`config.mk`:
```
export PLATFORM = sky130hd
export DESIGN_NAME = toeq_first_hit
export DESIGN_NICKNAME = d
export VERILOG_FILES = /design/src/sv/time_ordered_event_queue_macros.svh /design/src/sv/toeq_first_hit.sv
export SDC_FILE = /design/constraint.sdc
export NUM_CORES = 1
export LEC_CHECK = 0
export BUFFER_PORTS_ARGS = -buffer_cell sky130_fd_sc_hd__buf_4
export CORE_MARGIN = 4
export CORE_UTILIZATION = 33
export DETAILED_ROUTE_END_ITERATION = 12
export GPL_TIMING_DRIVEN = 0
export MAX_ROUTING_LAYER = met4
export PLACE_DENSITY = 0.94
export SYNTH_ARGS = -nofsm -noshare
export SYNTH_HDL_FRONTEND = slang
export SYNTH_SLANG_ARGS = --single-unit
```
`constraint.sdc`:
```
create_clock -name vclk -period 3.65
set_input_delay 0 -clock vclk [all_inputs]
set_output_delay 0 -clock vclk [all_outputs]
set_load 0.05 [all_outputs]
```
`src/sv/time_ordered_event_queue_macros.svh`:
```
// assertion macros shared by the event queue rtl
// needs a clock clk_i and an active-low reset rst_ni in the using module
`ifndef TIME_ORDERED_EVENT_QUEUE_MACROS_SVH
`define TIME_ORDERED_EVENT_QUEUE_MACROS_SVH

// property must hold at every rising clock edge outside reset
`define TOEQ_ASSERT(label, prop, msg) \
  label: assert property (@(posedge clk_i) disable iff (!rst_ni) prop) else $error(msg);

// condition must never be seen outside reset
`define TOEQ_ASSERT_NEVER(label, cond, msg) \
  label: assert property (@(posedge clk_i) disable iff (!rst_ni) !(cond)) else $error(msg);

`endif

```
`src/sv/toeq_first_hit.sv`:
```
// prefix or over the cell match flags: marks the first match and every slot after it
// no dependencies
`timescale 1ns / 1ps
`default_nettype none

module toeq_first_hit #(
  parameter int N = 64
) (
  input  wire logic [N-1:0] match_i,
  output logic [N-1:0]      hit_o
);

  localparam int LEVELS = (N > 1) ? $clog2(N) : 1;

  logic [N-1:0] lvl [LEVELS+1];

  // log-depth prefix or
  always_comb begin
    lvl[0] = match_i;
    for (int l = 0; l < LEVELS; l++) begin
      for (int i = 0; i < N; i++) begin
        if (i >= (1 << l)) begin
          lvl[l+1][i] = lvl[l][i] | lvl[l][i-(1 << l)];
        end else begin
          lvl[l+1][i] = lvl[l][i];
        end
      end
    end
  end

  assign hit_o = lvl[LEVELS];

endmodule

`default_nettype wire

```
### Yosys cells after proc, flatten, opt, wreduce, memory -nomap -nowiden

Cells that the tools add are included.

* register bits after elaboration: 0
* bits of input ports: 64
* output and inout port bits: 64
* word-level logic and storage cells: 321

* bitwise operators: 321

Operators with widths (number)
* bitwise OR 1 bit: 321

### Longest topological paths before layout

Gate-level depths: netlist of the first run.

* word-level depth: 6
* depth in mapped cells: 5
* gate-level depth less buffers: 5

### Least setup slack after synthesis of the first run

No wires, ideal clock.

* path type: in2out
* start: in match_i[2]
* end: out hit_o[42]
* arrival: 1787 ps
* required time: 3650 ps
* path slack: 1863 ps
* stages: 4
* buffers on the path: 0
* cells stage by stage: nor4_4 nand3_4 nor4_2 nand4_1

* word-level cells in the longest chain between the ends: 4

Ends and longest elaborated chain
* start: declaration: line toeq_first_hit.sv:9 `input wire logic [N-1:0] match_i,`
* bitwise OR 1 bit (3 in a row): line toeq_first_hit.sv:23 `lvl[l+1][i] = lvl[l][i] | lvl[l][i-(1 << l)];`
* via hit_o[10]: line toeq_first_hit.sv:10 `output logic [N-1:0] hit_o`
* bitwise OR 1 bit: line toeq_first_hit.sv:23
* end: declaration: line toeq_first_hit.sv:10

The timed path passes the listed nets, and every way through them passes these cells.

### Final worst setup path of the first run

* start: in match_i[8]
* end: out hit_o[59]

* word-level cells in the longest chain between the ends: 6

Ends and longest elaborated chain (line)
* bitwise OR 1 bit (6 in a row): toeq_first_hit.sv:23

Every way passes these cells.

==> results of run 1 <==
==> routing by layer <==
layer / global-route usage / up-vias
met5: - / -
met4: 0.0166 / 0
met3: 0.00891 / 2
met2: 0.479 / 81
met1: 0.290 / 684
li1: - / 754
==> through the flow <==
step / utilization / total power, mW / hold slack [ps]
3_3_place_gp: 0.794 / 0.0998 / 353
4_1_cts: 0.794 / 0.102 / 361
3_5_place_dp: 0.794 / 0.102 / 361
2_1_floorplan: - / 0.0289 / 167
5_1_grt: 0.794 / 0.112 / 379
6_report: 0.794 / 0.103 / 354
==> cell families after synthesis <==
| family | Yosys count |
|---|---|
| and+or+nand+nor | 127 |
| buffers and inverters | 8 |
==> layout make-up <==
cell class                      count  area, sq um  area share
Buffer                              3         30.0      0.0165
Inverter                            5         18.8      0.0103
Multi-Input combinational cell    127          778       0.427
Tap cell                           28         35.0      0.0192
Timing Repair Buffer              128          961       0.527
==> synth_stat cells <==
cell type / number / share of area
nor3_1: 8 / 0.048
nor2b_1: 3 / 0.023
nand4b_1: 5 / 0.053
nor4b_4: 2 / 0.057
inv_2: 1 / 0.0045
nand4_1: 8 / 0.061
or3_1: 10 / 0.076
nand3_4: 1 / 0.021
nor4_2: 2 / 0.030
nand2b_1: 2 / 0.015
nand2_1: 21 / 0.095
nor2_1: 25 / 0.11
nor4_4: 3 / 0.077
or4_1: 2 / 0.018
nor2_2: 1 / 0.0076
or2_2: 6 / 0.045
inv_1: 4 / 0.018
nand3b_1: 3 / 0.027
nand3_1: 15 / 0.091
nor4b_1: 1 / 0.011
buf_4: 1 / 0.0091
and2_1: 1 / 0.0076
buf_6: 2 / 0.027
and3b_1: 1 / 0.011
nor4_1: 7 / 0.053
==> how the worst min path moves through the flow <==
stage,start,end,cells after the start
after floorplan,match_i[0],hit_o[0],1
after detailed placement,match_i[63],hit_o[63],3
after global placement,match_i[63],hit_o[63],3
final,match_i[63],hit_o[63],3
after CTS,match_i[63],hit_o[63],3
after global routing,match_i[16],hit_o[16],3
==> placed cells by master, fill, tap and decap left out, drive strengths merged <==
master / Yosys / final
buf: 3 / 131
nor2: 26 / 26
nand2: 21 / 21
nand3: 16 / 16
nor4: 12 / 12
or3: 10 / 10
nor3: 8 / 8
nand4: 8 / 8
or2: 6 / 6
nand4b: 5 / 5
inv: 5 / 5
nand3b: 3 / 3
nor2b: 3 / 3
nor4b: 3 / 3
nand2b: 2 / 2
or4: 2 / 2
and3b: 1 / 1
and2: 1 / 1
==> power groups by stage <==
stage | registers (mW) | clock network, mW | logic, mW
CTS | 0 | 0 | 0.102
global route | 0 | 0 | 0.112
finish | 0 | 0 | 0.103
floorplan | 0 | 0 | 0.0289
detailed placement | 0 | 0 | 0.102
global placement | 0 | 0 | 0.0998
==> results.sh, run 1 <==
export IMPL_outcome="completed"
export IMPL_dr_pass1_iters=4
export IMPL_grt_use_total=0.247
export IMPL_p_int_uw=57.6
export IMPL_synth_top_family_by_area="simple AND/OR/NAND/NOR gates"
export IMPL_drtAntennaViolNets=0
export IMPL_fill_cells=194
export IMPL_dieArea_sq_um=3370
export IMPL_drt_iter0_markers=78
export IMPL_timing_final_ws_setup_ps=1800
export IMPL_swShare=0.438
export IMPL_slew_headroom=0.584
export IMPL_stdcell_count=291
export IMPL_placementRows=17
export IMPL_fin_crit_sh=0.506
export IMPL_power_density_nw_per_um2=56.2
export IMPL_drive_above_1_share=0.559
export IMPL_place_gp_congestion=0.863
export IMPL_synth_seq_area_share=0
export IMPL_crit_required_ps=3650
export IMPL_fmax_mhz=542
export IMPL_worstPathArrival_ps=1850
export IMPL_irDropWorstVdd_v=0.0000609
export IMPL_synth_compound_area_frac=0
export IMPL_grt_overflow=0
export IMPL_synth_area_sq_um=827
export IMPL_post_cts_buffers=0
export IMPL_synth_cell_types=25
export IMPL_slowest_delay_ps=590
export IMPL_via_per_inst=5.23
export IMPL_slowest_stage="nor4b_4"
export IMPL_synthMuxAreaShare=0
export IMPL_hpwl_um=3800
export IMPL_ys_warn_count=0
export IMPL_hold_class="in -> out"
export IMPL_critPathLaunch="match_i[8]"
export IMPL_p_seq_frac=0
export IMPL_combPwrFrac=1.000
export IMPL_syn_nets=199
export IMPL_seq_cells=0
export IMPL_path_common_cell="buf_4"
export IMPL_maxCapViolations=0
export IMPL_p_switching_uw=44.9
export IMPL_die_x_um=58.1
export IMPL_core_area_sq_um=2300
export IMPL_cp_end_kind="output pin"
export IMPL_io_pins=128
export IMPL_design_area_sq_um=1820
export IMPL_path_depth=7
export IMPL_hold_viol=0
export IMPL_syn_instance_count=135
export IMPL_tns_ps=0
export IMPL_synthSimpleGateAreaFrac=0.941
export IMPL_dr_wl_met2_um=2280
export IMPL_p_leak_nw=0.744
export IMPL_slew_violations=0
export IMPL_grt_pass1_wl_um=6720
export IMPL_wl_per_cell_um=14.5
export IMPL_cp_start_kind="input port"
export IMPL_cts_repair_resized=0
export IMPL_syn_to_final_growth_pct=120
export IMPL_die_height_um=58.1
export IMPL_clock_buffers=0
export IMPL_antenna_found_initial=0
export IMPL_start_util=0.360
export IMPL_place_area_sq_um=1820
export IMPL_antennaDiodeCount=0
export IMPL_synthXorXnorAreaFrac=0
export IMPL_path_class="in -> out"
export IMPL_ctsHoldBuffers=0
export IMPL_drc=0
export IMPL_path_cells="buf_4, nor3_1, nand3_4, nor4b_4, buf_6, nand3_1, buf_4"
export IMPL_grt_setup_unrepaired="no"
export IMPL_yosys_area_share_adder=0
export IMPL_wl_um=4230
export IMPL_dr_wl_met3_um=317
export IMPL_nets=329
export IMPL_crit_end="hit_o[59]"
export IMPL_critical_path_top_delay_family="simple AND/OR/NAND/NOR gates"
export IMPL_routed_top_layer="met4"
export IMPL_worst_pin_slew_ps=619
export IMPL_path_max_fanout=10
export IMPL_period_minus_slack_ps=1850
export IMPL_power_frac_clock=0
export IMPL_syn_avg_cell_area_sq_um=6.13
export IMPL_pre_cts_slack_ps=1820
export IMPL_register_area_sq_um=0
export IMPL_dp_cells=291
export IMPL_cp_buffers_inverters=3
export IMPL_io_buffers=128
export IMPL_grt_max_degree=11
export IMPL_setup_violations=0
export IMPL_vias=1521
export IMPL_first_global_vias=1489
export IMPL_wirelength_met1_um=1610
Note: power is estimated with default switching activity, not from simulation.
==> inputs of run 2 (changes only) <==
CORE_UTILIZATION = 28   (was 33)
PLACE_DENSITY = 0.85   (was 0.94)
clock period = 1.63 ns   (was 3.65 ns; I/O delays follow)
==> results.sh, run 2 (synthesized netlist as in run 1, its figures left out) <==
export IMPL_outcome="completed"
export IMPL_final_common_cell="buf_4"
export IMPL_design_area_sq_um=2090
export IMPL_grt_use_total=0.203
export IMPL_stdcell_count=310
export IMPL_drtAntennaViolNets=0
export IMPL_hpwl_um=3630
export IMPL_drt_iter0_markers=50
export IMPL_fill_cells=246
export IMPL_slowest_stage="nor4_4"
export IMPL_drive_above_1_share=0.642
export IMPL_dp_cells=294
export IMPL_nets=345
export IMPL_via_per_inst=5.08
export IMPL_power_density_nw_per_um2=123
export IMPL_pre_cts_slack_ps=-275
export IMPL_register_area_sq_um=0
export IMPL_grt_max_degree=11
export IMPL_period_minus_slack_ps=1550
export IMPL_cp_end_kind="output pin"
export IMPL_setup_violations=0
export IMPL_maxCapViolations=0
export IMPL_multiInputGateArea_sq_um=902
export IMPL_antenna_found_initial=0
export IMPL_hold_class="in -> out"
export IMPL_core_area_sq_um=2780
export IMPL_slowest_delay_ps=340
export IMPL_seq_cells=0
export IMPL_p_leak_nw=0.861
export IMPL_cp_start_kind="input port"
export IMPL_path_cells="buf_4, nor4_4, nand3_4, nor2_2, inv_2, or3_1, buf_4"
export IMPL_worstPathArrival_ps=1550
export IMPL_fin_util=0.751
export IMPL_whs_ps=344
export IMPL_path_class="in -> out"
export IMPL_fmax_mhz=643
export IMPL_dr_pass1_iters=4
export IMPL_slew_headroom=0.713
export IMPL_place_gp_congestion=0.778
export IMPL_drc=0
export IMPL_clock_buffers=0
export IMPL_worst_pin_slew_ps=430
export IMPL_grt_overflow=0
export IMPL_placementRows=19
export IMPL_timing_final_ws_setup_ps=75.4
export IMPL_die_height_um=62.4
export IMPL_dieArea_sq_um=3890
export IMPL_place_area_sq_um=1880
export IMPL_syn_to_final_growth_pct=153
export IMPL_fin_crit_sh=0.954
export IMPL_wl_um=4460
export IMPL_start_util=0.297
export IMPL_io_buffers=128
export IMPL_most_common_layout_cells="141 x buf_4, 24 x nor2_1, 21 x nand2_1, 9 x or3_1"
export IMPL_path_max_fanout=7
export IMPL_crit_required_ps=1630
export IMPL_first_global_vias=1522
export IMPL_grt_pass1_wl_um=6730
export IMPL_tns_ps=0
export IMPL_wl_per_cell_um=14.4
export IMPL_hold_viol=0
export IMPL_io_pins=128
export IMPL_grt_setup_unrepaired="yes"
export IMPL_slew_violations=0
export IMPL_irDropWorstVdd_v=0.000158
export IMPL_finalPower_uw=257
export IMPL_vias=1574
export IMPL_antennaDiodeCount=0
export IMPL_die_x_um=62.4
export IMPL_path_common_cell="buf_4"
run 2: cell types whose count changed in the layout (fill, tap and decap cells not counted):
cell	delta
buf_8	+1
or3_4	+1
nor4_1	-4
buf_6	+3
nand3_2	+7
nor3_2	+2
nor2_1	-1
nor4_4	+4
buf_4	+12
nand3_1	-7
nor3_1	-3
or3_1	-1
nor2_2	+1
nor3_4	+1
run 2: metal layers:
layer / routed length [um] / global-route usage / up-vias / part of all wire
li1: - / - / 792 / -
met1: 1740 / 0.228 / 704 / 0.39
met2: 2340 / 0.381 / 66 / 0.53
met3: 269 / 0.0270 / 12 / 0.060
met4: 105 / 0.0371 / 0 / 0.024
met5: 0 / - / - / 0
run 2: cell type report:
class,instances,area share
Inverter,5,0.00898
Tap cell,31,0.0186
Buffer,3,0.0162
Multi-Input combinational cell,127,0.432
Timing Repair Buffer,144,0.525
run 2: worst max-delay path, delay by kind of cell:
kind          cells  cell delay (ps)
simple gates      4             1170
buf+inv           3              390
run 2: path summary, 6_finish.rpt:
path / depth (start not counted) / to / start / slack, ps
max: 7 / hit_o[28] / match_i[7] / 80
min: 3 / hit_o[63] / match_i[63] / 340
run 2: power by group:
part / internal (mW) / switching [mW] / total, mW / leakage, nW
clock network: 0 / 0 / 0 / 0
registers: 0 / 0 / 0 / 0
logic: 0.140 / 0.117 / 0.257 / 0.861
run 2: what timing repair did:
action / 4_1_cts / 5_1_grt
resized for setup: 4 / 13
setup endpoints to repair: 32 / 38
hold buffers: 0 / 0
buffers inserted: 7 / 9
pin swaps: 6 / 9
==> inputs of run 3 (changes only) <==
CORE_MARGIN = not set   (was 4)
==> results.sh, run 3 (synthesized netlist as in run 1, its figures left out) <==
export IMPL_outcome="completed"
export IMPL_ctsHoldBuffers=0
export IMPL_path_class="in -> out"
export IMPL_fmax_mhz=631
export IMPL_grt_overflow=0
export IMPL_maxCapViolations=0
export IMPL_drive_above_1_share=0.633
export IMPL_dr_pass1_iters=4
export IMPL_most_common_layout_cells="133 x buf_4, 24 x nor2_1, 21 x nand2_1, 9 x or3_1, 9 x buf_6"
export IMPL_start_util=0.297
export IMPL_grt_pass1_wl_um=6130
export IMPL_power_density_nw_per_um2=120
export IMPL_path_max_fanout=7
export IMPL_timing_final_ws_setup_ps=46.0
export IMPL_grt_use_total=0.235
export IMPL_antennaDiodeCount=0
export IMPL_register_area_sq_um=0
export IMPL_nets=341
export IMPL_wl_um=4080
export IMPL_crit_required_ps=1630
export IMPL_fill_cells=245
export IMPL_crit_end="hit_o[28]"
export IMPL_cp_end_kind="output pin"
export IMPL_hold_class="in -> out"
export IMPL_dieArea_sq_um=3180
export IMPL_clock_buffers=0
export IMPL_holdPathStages=3
export IMPL_drtAntennaViolNets=0
export IMPL_via_per_inst=4.96
export IMPL_place_area_sq_um=1880
export IMPL_worstPathArrival_ps=1580
export IMPL_irDropWorstVdd_v=0.000165
export IMPL_wl_per_cell_um=13.3
export IMPL_pre_cts_slack_ps=-309
export IMPL_setup_violations=0
export IMPL_syn_to_final_growth_pct=148
export IMPL_antenna_found_initial=0
export IMPL_place_gp_congestion=0.818
export IMPL_core_area_sq_um=2780
export IMPL_placementRows=19
export IMPL_multiInputGateArea_sq_um=878
export IMPL_drc=0
export IMPL_finalPower_uw=246
export IMPL_tns_ps=0
export IMPL_design_area_sq_um=2050
export IMPL_drt_iter0_markers=48
export IMPL_io_buffers=128
export IMPL_worst_pin_slew_ps=437
export IMPL_critPathLaunch="match_i[7]"
export IMPL_slew_headroom=0.706
export IMPL_cp_start_kind="input port"
export IMPL_period_minus_slack_ps=1580
export IMPL_vias=1517
export IMPL_fin_crit_sh=0.972
export IMPL_p_leak_nw=0.839
export IMPL_grt_max_degree=11
export IMPL_whs_ps=338
export IMPL_grt_setup_unrepaired="yes"
export IMPL_first_global_vias=1342
export IMPL_seq_cells=0
export IMPL_die_height_um=56.4
export IMPL_hold_viol=0
export IMPL_io_pins=128
export IMPL_die_x_um=56.4
export IMPL_slew_violations=0
export IMPL_hpwl_um=3310
export IMPL_final_common_cell="buf_4"
-- run 3: power by group --
group / internal, mW / switching, mW
logic: 0.135 / 0.111
clock network: 0 / 0
registers: 0 / 0
total: 0.135 / 0.111
-- run 3: final cells by class --
class              instances  share of cell area
repair buffers           140               0.527
well taps                 31              0.0189
multi-input cells        127               0.428
plain buffers              3              0.0165
inverters                  5             0.00915
-- run 3: what timing repair did --
item / in CTS / in global routing
resized for setup: 5 / 13
endpoints found under the setup margin: 32 / 31
setup buffers: 6 / 6
pin swaps: 6 / 4
-- run 3: critical path, stage by stage --
cell	delay [ps]
buf_4	120
nor4_4	380
nand3_4	170
nor2_2	290
inv_2	80
or3_1	340
buf_4	200
-- run 3: how the worst min path moves through the flow --
| stage | start | to | slack, ps |
|---|---|---|---|
| after global placement | match_i[63] | hit_o[63] | 350 |
| after floorplan | match_i[0] | hit_o[0] | 170 |
| after CTS | match_i[63] | hit_o[63] | 360 |
| after global routing | match_i[63] | hit_o[63] | 350 |
| final | match_i[63] | hit_o[63] | 340 |
| after detailed placement | match_i[63] | hit_o[63] | 360 |
-- run 3: per-layer routing --
layer	vias up	track usage	wire (um)
met5	-	-	0
met4	0	0	0
met3	0	0.0161	240
met2	60	0.452	2210
met1	676	0.283	1630
li1	781	-	-
-- run 3: per-stage QoR --
step / util / instances
after floorplan: - / 135
after CTS: 0.700 / 300
after global placement: 0.674 / 294
after detailed placement: 0.674 / 294
after global routing: 0.737 / 306
final: 0.737 / 306
